File: src/hw/rtl/spq_pkg.sv
`timescale 1ns / 1ps

package spq_pkg;

  // Default sizes of the queue
  localparam int unsigned DepthDefault    = 16;
  localparam int unsigned KeyBitsDefault  = 16;
  localparam int unsigned DataBitsDefault = 16;

  // Fixed widths of the result fields
  localparam int unsigned OutBits   = 16;
  localparam int unsigned CountBits = 5;

  typedef enum logic {
    OP_INSERT  = 1'b0,
    OP_EXTRACT = 1'b1
  } spq_op_e;

  typedef enum logic [1:0] {
    STATUS_OK    = 2'd0,
    STATUS_FULL  = 2'd1,
    STATUS_EMPTY = 2'd2
  } spq_status_e;

  // Command broadcast to every cell of the row
  typedef enum logic [1:0] {
    CMD_HOLD    = 2'd0,
    CMD_INSERT  = 2'd1,
    CMD_EXTRACT = 2'd2
  } spq_cmd_e;

  typedef struct packed {
    spq_cmd_e cmd;
    logic     descending;
  } spq_ctrl_t;

endpackage

File: src/hw/rtl/spq_cell.sv
`timescale 1ns / 1ps

// One slot of the sorted row. Keep, take the new item, take the left
// neighbor (insert) or take the right neighbor (extract).
module spq_cell #(
  parameter int unsigned KeyBits  = spq_pkg::KeyBitsDefault,
  parameter int unsigned DataBits = spq_pkg::DataBitsDefault
) (
  input  logic                clk_i,
  input  spq_pkg::spq_ctrl_t  ctrl_i,
  input  logic [KeyBits-1:0]  new_key_i,
  input  logic [DataBits-1:0] new_data_i,
  input  logic                valid_i,
  input  logic                ahead_i,
  input  logic                shift_in_i,
  input  logic [KeyBits-1:0]  left_key_i,
  input  logic [DataBits-1:0] left_data_i,
  input  logic [KeyBits-1:0]  right_key_i,
  input  logic [DataBits-1:0] right_data_i,
  output logic                better_o,
  output logic [KeyBits-1:0]  key_o,
  output logic [DataBits-1:0] data_o,
  output logic [KeyBits-1:0]  key_next_o,
  output logic [DataBits-1:0] data_next_o
);

  logic [KeyBits-1:0]  key_q, key_d;
  logic [DataBits-1:0] data_q, data_d;

  // Stored entry beats the incoming key strictly, and so does every slot
  // to its left; the first slot that gives way stops the scan
  always_comb begin
    if (ctrl_i.descending) begin
      better_o = valid_i && ahead_i && (key_q > new_key_i);
    end else begin
      better_o = valid_i && ahead_i && (key_q < new_key_i);
    end
  end

  always_comb begin
    key_d  = key_q;
    data_d = data_q;
    unique case (ctrl_i.cmd)
      spq_pkg::CMD_INSERT: begin
        if (!better_o) begin
          if (shift_in_i) begin
            key_d  = left_key_i;
            data_d = left_data_i;
          end else begin
            key_d  = new_key_i;
            data_d = new_data_i;
          end
        end
      end
      spq_pkg::CMD_EXTRACT: begin
        key_d  = right_key_i;
        data_d = right_data_i;
      end
      default: begin
      end
    endcase
  end

  always_ff @(posedge clk_i) begin
    key_q  <= key_d;
    data_q <= data_d;
  end

  assign key_o       = key_q;
  assign data_o      = data_q;
  assign key_next_o  = key_d;
  assign data_next_o = data_d;

endmodule

File: src/hw/rtl/sorted_priority_queue_unit.sv
`timescale 1ns / 1ps
// The result of an input transfer is registered in the output register in the cycle after it.
// One insert or extract per cycle unless results back up; the row of cells
//   updates every slot at once and the output register lets the next item in.
// Reset (rst_ni low, asynchronous): queue empty, ascending order, no result.
//   Slot contents are left unreset; only slots below the count are ever read.

module sorted_priority_queue_unit #(
  parameter int unsigned Depth    = spq_pkg::DepthDefault,
  parameter int unsigned KeyBits  = spq_pkg::KeyBitsDefault,
  parameter int unsigned DataBits = spq_pkg::DataBitsDefault
) (
  input  logic                              clk_i,
  input  logic                              rst_ni,
  // Configuration write channel
  input  logic                              cfg_valid_i,
  output logic                              cfg_ready_o,
  input  logic                              cfg_data_i,
  // Input channel
  input  logic                              in_valid_i,
  output logic                              in_ready_o,
  input  logic                              operation_i,
  input  logic [KeyBits-1:0]                item_key_i,
  input  logic [DataBits-1:0]               item_data_i,
  // Result channel
  output logic                              out_valid_o,
  input  logic                              out_ready_i,
  output logic [1:0]                        status_o,
  output logic [spq_pkg::OutBits-1:0]       out_key_o,
  output logic [spq_pkg::OutBits-1:0]       out_data_o,
  output logic [spq_pkg::CountBits-1:0]     count_o,
  output logic                              best_valid_o,
  output logic [spq_pkg::OutBits-1:0]       best_key_o,
  output logic [spq_pkg::OutBits-1:0]       best_data_o
);

  localparam int unsigned CntW  = $clog2(Depth + 1);
  localparam int unsigned KeyW  = (KeyBits > spq_pkg::OutBits) ? KeyBits : spq_pkg::OutBits;
  localparam int unsigned DataW = (DataBits > spq_pkg::OutBits) ? DataBits : spq_pkg::OutBits;
  localparam int unsigned CntXW = (CntW > spq_pkg::CountBits) ? CntW : spq_pkg::CountBits;

  // Ordering register, written through its own channel, always ready
  logic descending_q;

  assign cfg_ready_o = 1'b1;

  always_ff @(posedge clk_i or negedge rst_ni) begin
    if (!rst_ni) begin
      descending_q <= 1'b0;
    end else if (cfg_valid_i) begin
      descending_q <= cfg_data_i;
    end
  end

  // Input transfer: take a new item whenever the output slot is free or drains
  logic in_xfer;
  logic full, empty;
  logic [CntW-1:0] count_q, count_d;
  spq_pkg::spq_status_e status_d;
  spq_pkg::spq_ctrl_t   ctrl;

  assign in_ready_o = !out_valid_o || out_ready_i;
  assign in_xfer    = in_valid_i && in_ready_o;
  assign full       = (count_q == CntW'(Depth));
  assign empty      = (count_q == '0);

  // Decode the operation into a row command; drop full inserts and empty extracts
  always_comb begin
    ctrl.descending = descending_q;
    ctrl.cmd        = spq_pkg::CMD_HOLD;
    count_d         = count_q;
    status_d        = spq_pkg::STATUS_OK;
    if (in_xfer) begin
      unique case (spq_pkg::spq_op_e'(operation_i))
        spq_pkg::OP_INSERT: begin
          if (full) begin
            status_d = spq_pkg::STATUS_FULL;
          end else begin
            ctrl.cmd = spq_pkg::CMD_INSERT;
            count_d  = count_q + CntW'(1);
          end
        end
        spq_pkg::OP_EXTRACT: begin
          if (empty) begin
            status_d = spq_pkg::STATUS_EMPTY;
          end else begin
            ctrl.cmd = spq_pkg::CMD_EXTRACT;
            count_d  = count_q - CntW'(1);
          end
        end
        default: begin
        end
      endcase
    end
  end

  always_ff @(posedge clk_i or negedge rst_ni) begin
    if (!rst_ni) begin
      count_q <= '0;
    end else begin
      count_q <= count_d;
    end
  end

  // Row of cells: slot 0 is the head. Each cell sees its left and right
  // neighbor; an insert shifts the tail right, an extract shifts all left.
  // A cell stays ahead of the new item only if every cell to its left does
  // too, so the insert lands at the first slot that gives way even when the
  // order was flipped while entries were held.
  logic [Depth-1:0]               better;
  logic [Depth-1:0][KeyBits-1:0]  cell_key;
  logic [Depth-1:0][DataBits-1:0] cell_data;
  logic [Depth-1:0][KeyBits-1:0]  cell_key_next;
  logic [Depth-1:0][DataBits-1:0] cell_data_next;

  for (genvar i = 0; i < Depth; i++) begin : g_cell
    logic                ahead;
    logic                shift_in;
    logic [KeyBits-1:0]  left_key, right_key;
    logic [DataBits-1:0] left_data, right_data;

    if (i == 0) begin : g_head
      // Head has no left neighbor: it takes the new item when it loses
      assign ahead     = 1'b1;
      assign shift_in  = 1'b0;
      assign left_key  = '0;
      assign left_data = '0;
    end else begin : g_body
      // Shift from the left when the left cell also gives way
      assign ahead     = better[i-1];
      assign shift_in  = !better[i-1];
      assign left_key  = cell_key[i-1];
      assign left_data = cell_data[i-1];
    end

    if (i == Depth - 1) begin : g_tail
      assign right_key  = '0;
      assign right_data = '0;
    end else begin : g_inner
      assign right_key  = cell_key[i+1];
      assign right_data = cell_data[i+1];
    end

    spq_cell #(
      .KeyBits (KeyBits),
      .DataBits(DataBits)
    ) u_cell (
      .clk_i       (clk_i),
      .ctrl_i      (ctrl),
      .new_key_i   (item_key_i),
      .new_data_i  (item_data_i),
      .valid_i     (count_q > CntW'(i)),
      .ahead_i     (ahead),
      .shift_in_i  (shift_in),
      .left_key_i  (left_key),
      .left_data_i (left_data),
      .right_key_i (right_key),
      .right_data_i(right_data),
      .better_o    (better[i]),
      .key_o       (cell_key[i]),
      .data_o      (cell_data[i]),
      .key_next_o  (cell_key_next[i]),
      .data_next_o (cell_data_next[i])
    );
  end

  // Result fields, fitted to the fixed output widths
  logic [KeyW-1:0]  head_key_x, best_key_x;
  logic [DataW-1:0] head_data_x, best_data_x;
  logic [CntXW-1:0] count_x;
  logic             extracted, best_valid_d;

  assign extracted    = (ctrl.cmd == spq_pkg::CMD_EXTRACT);
  assign best_valid_d = (count_d != '0);
  assign head_key_x   = KeyW'(cell_key[0]);
  assign head_data_x  = DataW'(cell_data[0]);
  assign best_key_x   = KeyW'(cell_key_next[0]);
  assign best_data_x  = DataW'(cell_data_next[0]);
  assign count_x      = CntXW'(count_d);

  // Output register: hold until the result transfer, load on each input transfer
  always_ff @(posedge clk_i or negedge rst_ni) begin
    if (!rst_ni) begin
      out_valid_o <= 1'b0;
    end else if (in_xfer) begin
      out_valid_o <= 1'b1;
    end else if (out_ready_i) begin
      out_valid_o <= 1'b0;
    end
  end

  always_ff @(posedge clk_i) begin
    if (in_xfer) begin
      status_o     <= status_d;
      out_key_o    <= extracted ? head_key_x[spq_pkg::OutBits-1:0] : '0;
      out_data_o   <= extracted ? head_data_x[spq_pkg::OutBits-1:0] : '0;
      count_o      <= count_x[spq_pkg::CountBits-1:0];
      best_valid_o <= best_valid_d;
      best_key_o   <= best_valid_d ? best_key_x[spq_pkg::OutBits-1:0] : '0;
      best_data_o  <= best_valid_d ? best_data_x[spq_pkg::OutBits-1:0] : '0;
    end
  end

endmodule

File: config.mk
export PLATFORM = sky130hd
export DESIGN_NAME = sorted_priority_queue_unit
export DESIGN_NICKNAME = d
export VERILOG_FILES = /design/src/hw/rtl/spq_pkg.sv /design/src/hw/rtl/spq_cell.sv /design/src/hw/rtl/sorted_priority_queue_unit.sv
export SDC_FILE = /design/constraint.sdc
export NUM_CORES = 2
export LEC_CHECK = 0
export BUFFER_PORTS_ARGS = -buffer_cell sky130_fd_sc_hd__buf_2
export CORE_UTILIZATION = 58
export DETAILED_ROUTE_END_ITERATION = 8
export GPL_TIMING_DRIVEN = 0
export PLACE_DENSITY = 0.78
export RECOVER_POWER = 100
export SYNTH_ARGS = -nofsm -noshare
export SYNTH_HDL_FRONTEND = slang
export SYNTH_HIERARCHICAL = 1
export SYNTH_SLANG_ARGS = --single-unit
File: constraint.sdc
create_clock -name clk_i -period 10.7 [get_ports clk_i]
set_input_delay 0.535 -clock clk_i [delete_from_list [all_inputs] [get_ports clk_i]]
set_output_delay 0.535 -clock clk_i [all_outputs]
set_load 0.01 [all_outputs]
# After elaboration in Yosys (flattened, before gate mapping)
# Index checks and enable logic that the tools add are counted.
[classes]
mux = 123
n_eq_ne = 18
n_reduce_logical = 69
n_lt_le_gt_ge = 48
add_sub_neg = 2
bitwise_logic = 1
[op_table]
columns = ["op", "count"]
rows = [
  ["one-hot mux 16 bit (2 select lines)", 32],
  ["two-way mux 16 bit", 62],
  ["greater-than comparator 16 bit", 16],
  ["less-than comparator 16 bit", 16],
  ["logical AND 1 bit", 48],
  ["greater-than comparator 5 x 4 -> 1 bit, second input constant", 8],
  ["inequality test 2 bit, second input constant", 15],
  ["AND reduction 2 bit", 15],
  ["greater-than comparator 5 x 3 -> 1 bit, second input constant", 4],
  ["two-way mux 1 bit", 20],
  ["two-way mux 5 bit", 3],
  ["greater-than comparator 5 x 1 -> 1 bit, second input constant", 2],
  ["greater-than comparator 5 x 2 -> 1 bit, second input constant", 2],
  ["one-hot mux 5 bit (2 select lines)", 1],
  ["one-hot mux 2 bit (2 select lines)", 2],
  ["two-way mux 2 bit", 3],
  ["adder 5 x 1 -> 5 bit, second input constant", 1],
  ["== test 5 bit, second input constant", 1],
  ["zero test 5 bit", 1],
  ["nonzero test 5 bit", 1],
  ["subtractor 5 x 1 -> 5 bit, second input constant", 1],
  ["nonzero test 2 bit", 2],
  ["== test 2 x 1 -> 1 bit, second input constant", 1],
  ["== test 2 bit, second input constant", 1],
  ["other kinds (3)", 3],
]
[totals]
elab_cells = 303
input_bits = 39
reg_bits = 591

# Longest topological paths before layout
[logic_depth]
depth_word = 50
ltp_mapped = 61
ltp_nobuf = 49

# Cells and area by module
# The synthesis kept the hierarchy.
[by_module_without_submodules]
columns = ["mod", "n_inst", "area_each_um2", "seq_area_each_um2", "cells_each"]
rows = [
  ["spq_cell (g_cell[0].u_cell ...)", 11, 2182.1, 640.6, 231],
  ["spq_cell (g_cell[5].u_cell ...)", 5, 2768.9, 640.6, 324],
  ["sorted_priority_queue_unit", 1, 3537.1, 2337.2, 267],
]

# Least setup slack after synthesis
# OpenSTA, ideal clock, no wires.
[synth_timing]
path_type = "in2reg"
from = "input port item_key_i[1]"
to = "register g_cell[15].u_cell.data_q[14]"
t_arrival_ns = 10.769
setup_time_ns = 0.059
path_slack_ns = -0.128
cell_stages = 60
required_time_ns = 10.641
path_cell_list = "inv_1 ha_1 nor2b_4 o211ai_2 a21boi_4 nor4_4 mux2i_1 nand3_1 a21o_2 mux2i_1 nand3_1 a21o_2 mux2i_1 nand3_1 a21o_2 mux2i_1 nand3_1 a21o_2 [... 24 more ...] nand3_1 a21o_2 mux2i_1 nand3_1 a21o_2 mux2i_1 nand3_1 a21o_2 mux2i_1 nand3_1 a21o_2 mux2i_1 nand3b_1 nor2_1 or4bb_4 o311ai_4 buf_6 a221o_1"
[synth_rtl]
columns = ["item", "line_no", "text"]
rows = [
  ["start, declared", "sorted_priority_queue_unit.sv:23", "input logic [KeyBits-1:0] item_key_i,"],
  ["end signal, assigned", "spq_cell.sv:66", "data_q <= data_d;"],
  ["end, declared", "spq_cell.sv:28", "logic [DataBits-1:0] data_q, data_d;"],
]

==> run summary <==
status = finished with violations
failing checks = capacitance limit, slew limit
TritonRoute pass-1 iters = 6
crit path kind = input port to flip-flop
num ports = 114
worst min path class = input port to flip-flop
Worst-path clk slew = 60 ps
Critical Path Start = item_key_i[13]
final hold vios = 0
Clk Latency, worst-skew pair = 650 ps
width of the die = 269 µm
antenna-violating nets left = 0
Slew Limit Fails = 71
clock power share = 39.0%
Min-Delay Endpoint = descending_q
synth warn = 6
Sw Share = 32.7%
area added between synthesis and finish = 10.1%
largest net degree at the start of global routing = 43
RR Startpoint = g_cell[0].u_cell/key_o[7]
hold_ws = 159 ps
critical path launch point type = input port
WP buf/inv = 10
GRT Util Overall = 38.1%
delay-heaviest family, CP = compound AO/OA/AOI/OAI gates
combinational power share = 21.6%
required time worst endpoint = 11260 ps
H-tree Lvls = 3
Tightest Pin Transition = 2270 ps
first-pass GRT wire length = 211 mm
CTS tree = done
via/cell ratio = 6.53
internal power = 4170 µW
Layout Skew = 38.8 ps
critical path data arrival time = 11010 ps
CTS root buffer = clkbuf_16
VDD IR-drop max = 0.000121 V
DP HPWL = 102 mm
total die area = 72400 µm²
Pwr Total = 6200 µW
total gr overflow = 0
Final Setup Violations = 0
switching power = 2030 µW
final wirelength = 141 mm
cell count of the worst hold path = 2
pwr dens = 136 nW/µm²
Mapped Cells = 4427
initial antenna violation count = 2
Tcrit/Tclk final = 97.7%
r2r endpoint = g_cell[15].u_cell/data_o[14]
CP max-delay cell = or4bb_4
vias in the first global route = 34.8k
Filler Cell Count = 5857
Core Footprint = 70300 µm²
R2R depth = 56
CP endpoint kind = flip-flop
critical path fanouts, max = 21
Netlist Area Pre-Place = 41400 µm²
fin crit period = 10450 ps
reg-to-reg slack, setup = 250 ps
fmax = 95.7 MHz
Initial Utilization = 58.9%
crit-path max cell delay = 470 ps
Sequential Power Share = 39.4%
Num CTS Buffers = 68
routed vias = 37.3k
max_slew headroom = -51.6%
final cell utilization of the core = 64.8%
Max clock buf depth = 3
number of remaining DRC errors = 0
row count = 97
post-DR wirelength/cell = 24.8 µm
DR iter-0 viols = 4766
clk sinks = 591
Critical Path Most Common Cell = mux2i_4
Hold Startpoint = cfg_data_i
Layout Nets = 5044
I/O Buffers = 112
max_cap viols = 2
setup TNS = 0 ps
Pleak = 0.0190 µW
Mean Syn Cell Area = 9.35 µm²
share of layout cells above drive strength 1 = 14.5%
Die Ht = 269 µm
Final Wtd Congestion = 1.01
## through the flow
step,setup slack (ps),area (µm²),instances
4_1_cts,61.2,46200,5688
3_3_place_gp,-4150,43400,5546
6_report,248,45500,5705
5_1_grt,-36.5,45500,5703
3_5_place_dp,-3950,43500,5551
2_1_floorplan,0.236,41600,4494
## cells in the final DEF (no fill, tap or decap), types with 88 or more instances in the layout
cell type,count
mux2_2,188
o2111ai_1,160
o311ai_0,88
a21oi_1,254
a221o_1,352
nand2_1,403
ha_1,292
nor2_1,216
o21ai_0,191
mux2i_1,163
dfxtp_1,501
clkbuf_1,334
and2_1,357
inv_1,335
## flip-flops by register name, indices dropped and copies added, names as in the netlist
name                  cells
out_data_o               16
best_key_o               16
count_q                   5
status_o                  2
g_cell.u_cell/data_o    256
best_valid_o              1
best_data_o              16
g_cell.u_cell/key_o     256
out_valid_o               1
count_o                   5
out_key_o                16
descending_q              1
## repair_timing
action,in CTS,in global routing
hold buffers,1,0
hold endpoints to repair,7,0
endpoints found under the setup margin,160,43
gates resized for setup,90,36
pin swaps,4,2
buffers inserted,14,15
gates cloned,3,0
## per-layer routing
| layer | GRT usage, % | vias to the layer above | share of wire, % |
|---|---|---|---|
| li1 | - | 17065 | - |
| met1 | 54.0 | 17508 | 43 |
| met2 | 52.2 | 2240 | 39 |
| met3 | 10.9 | 436 | 13 |
| met4 | 18.9 | 2 | 5.3 |
| met5 | 0 | - | 0.11 |
## power groups by stage
stage | registers, µW | logic (µW) | clock network, µW
floorplan | 2450 | 846 | 0
global placement | 2480 | 1260 | 0
detailed placement | 2480 | 1300 | 0
CTS | 2430 | 1330 | 2420
global route | 2450 | 1420 | 2510
finish | 2440 | 1340 | 2420
## area by class of cell
cell class | count | area (µm²) | share of cell area, %
multi-input combinational | 3219 | 25400 | 55.9
clock buffer | 94 | 1940 | 4.26
timing repair buffer | 150 | 921 | 2.02
tap | 940 | 1180 | 2.58
sequential | 591 | 12600 | 27.7
clock inverter | 28 | 353 | 0.775
inverter | 338 | 1270 | 2.79
buffer | 343 | 1840 | 4.03
antenna | 2 | 5.00 | 0.0110
## worst max-delay path by stage
stage | cells past startpoint | to
final | 58 | g_cell[15].u_cell/data_o[14]
after global routing | 56 | g_cell[15].u_cell/key_o[9]
after floorplan | 60 | g_cell[15].u_cell/data_o[14]
after detailed placement | 60 | g_cell[15].u_cell/key_o[6]
after global placement | 60 | g_cell[15].u_cell/key_o[6]
after CTS | 56 | g_cell[15].u_cell/data_o[14]
(Power assumes the default switching activity.)
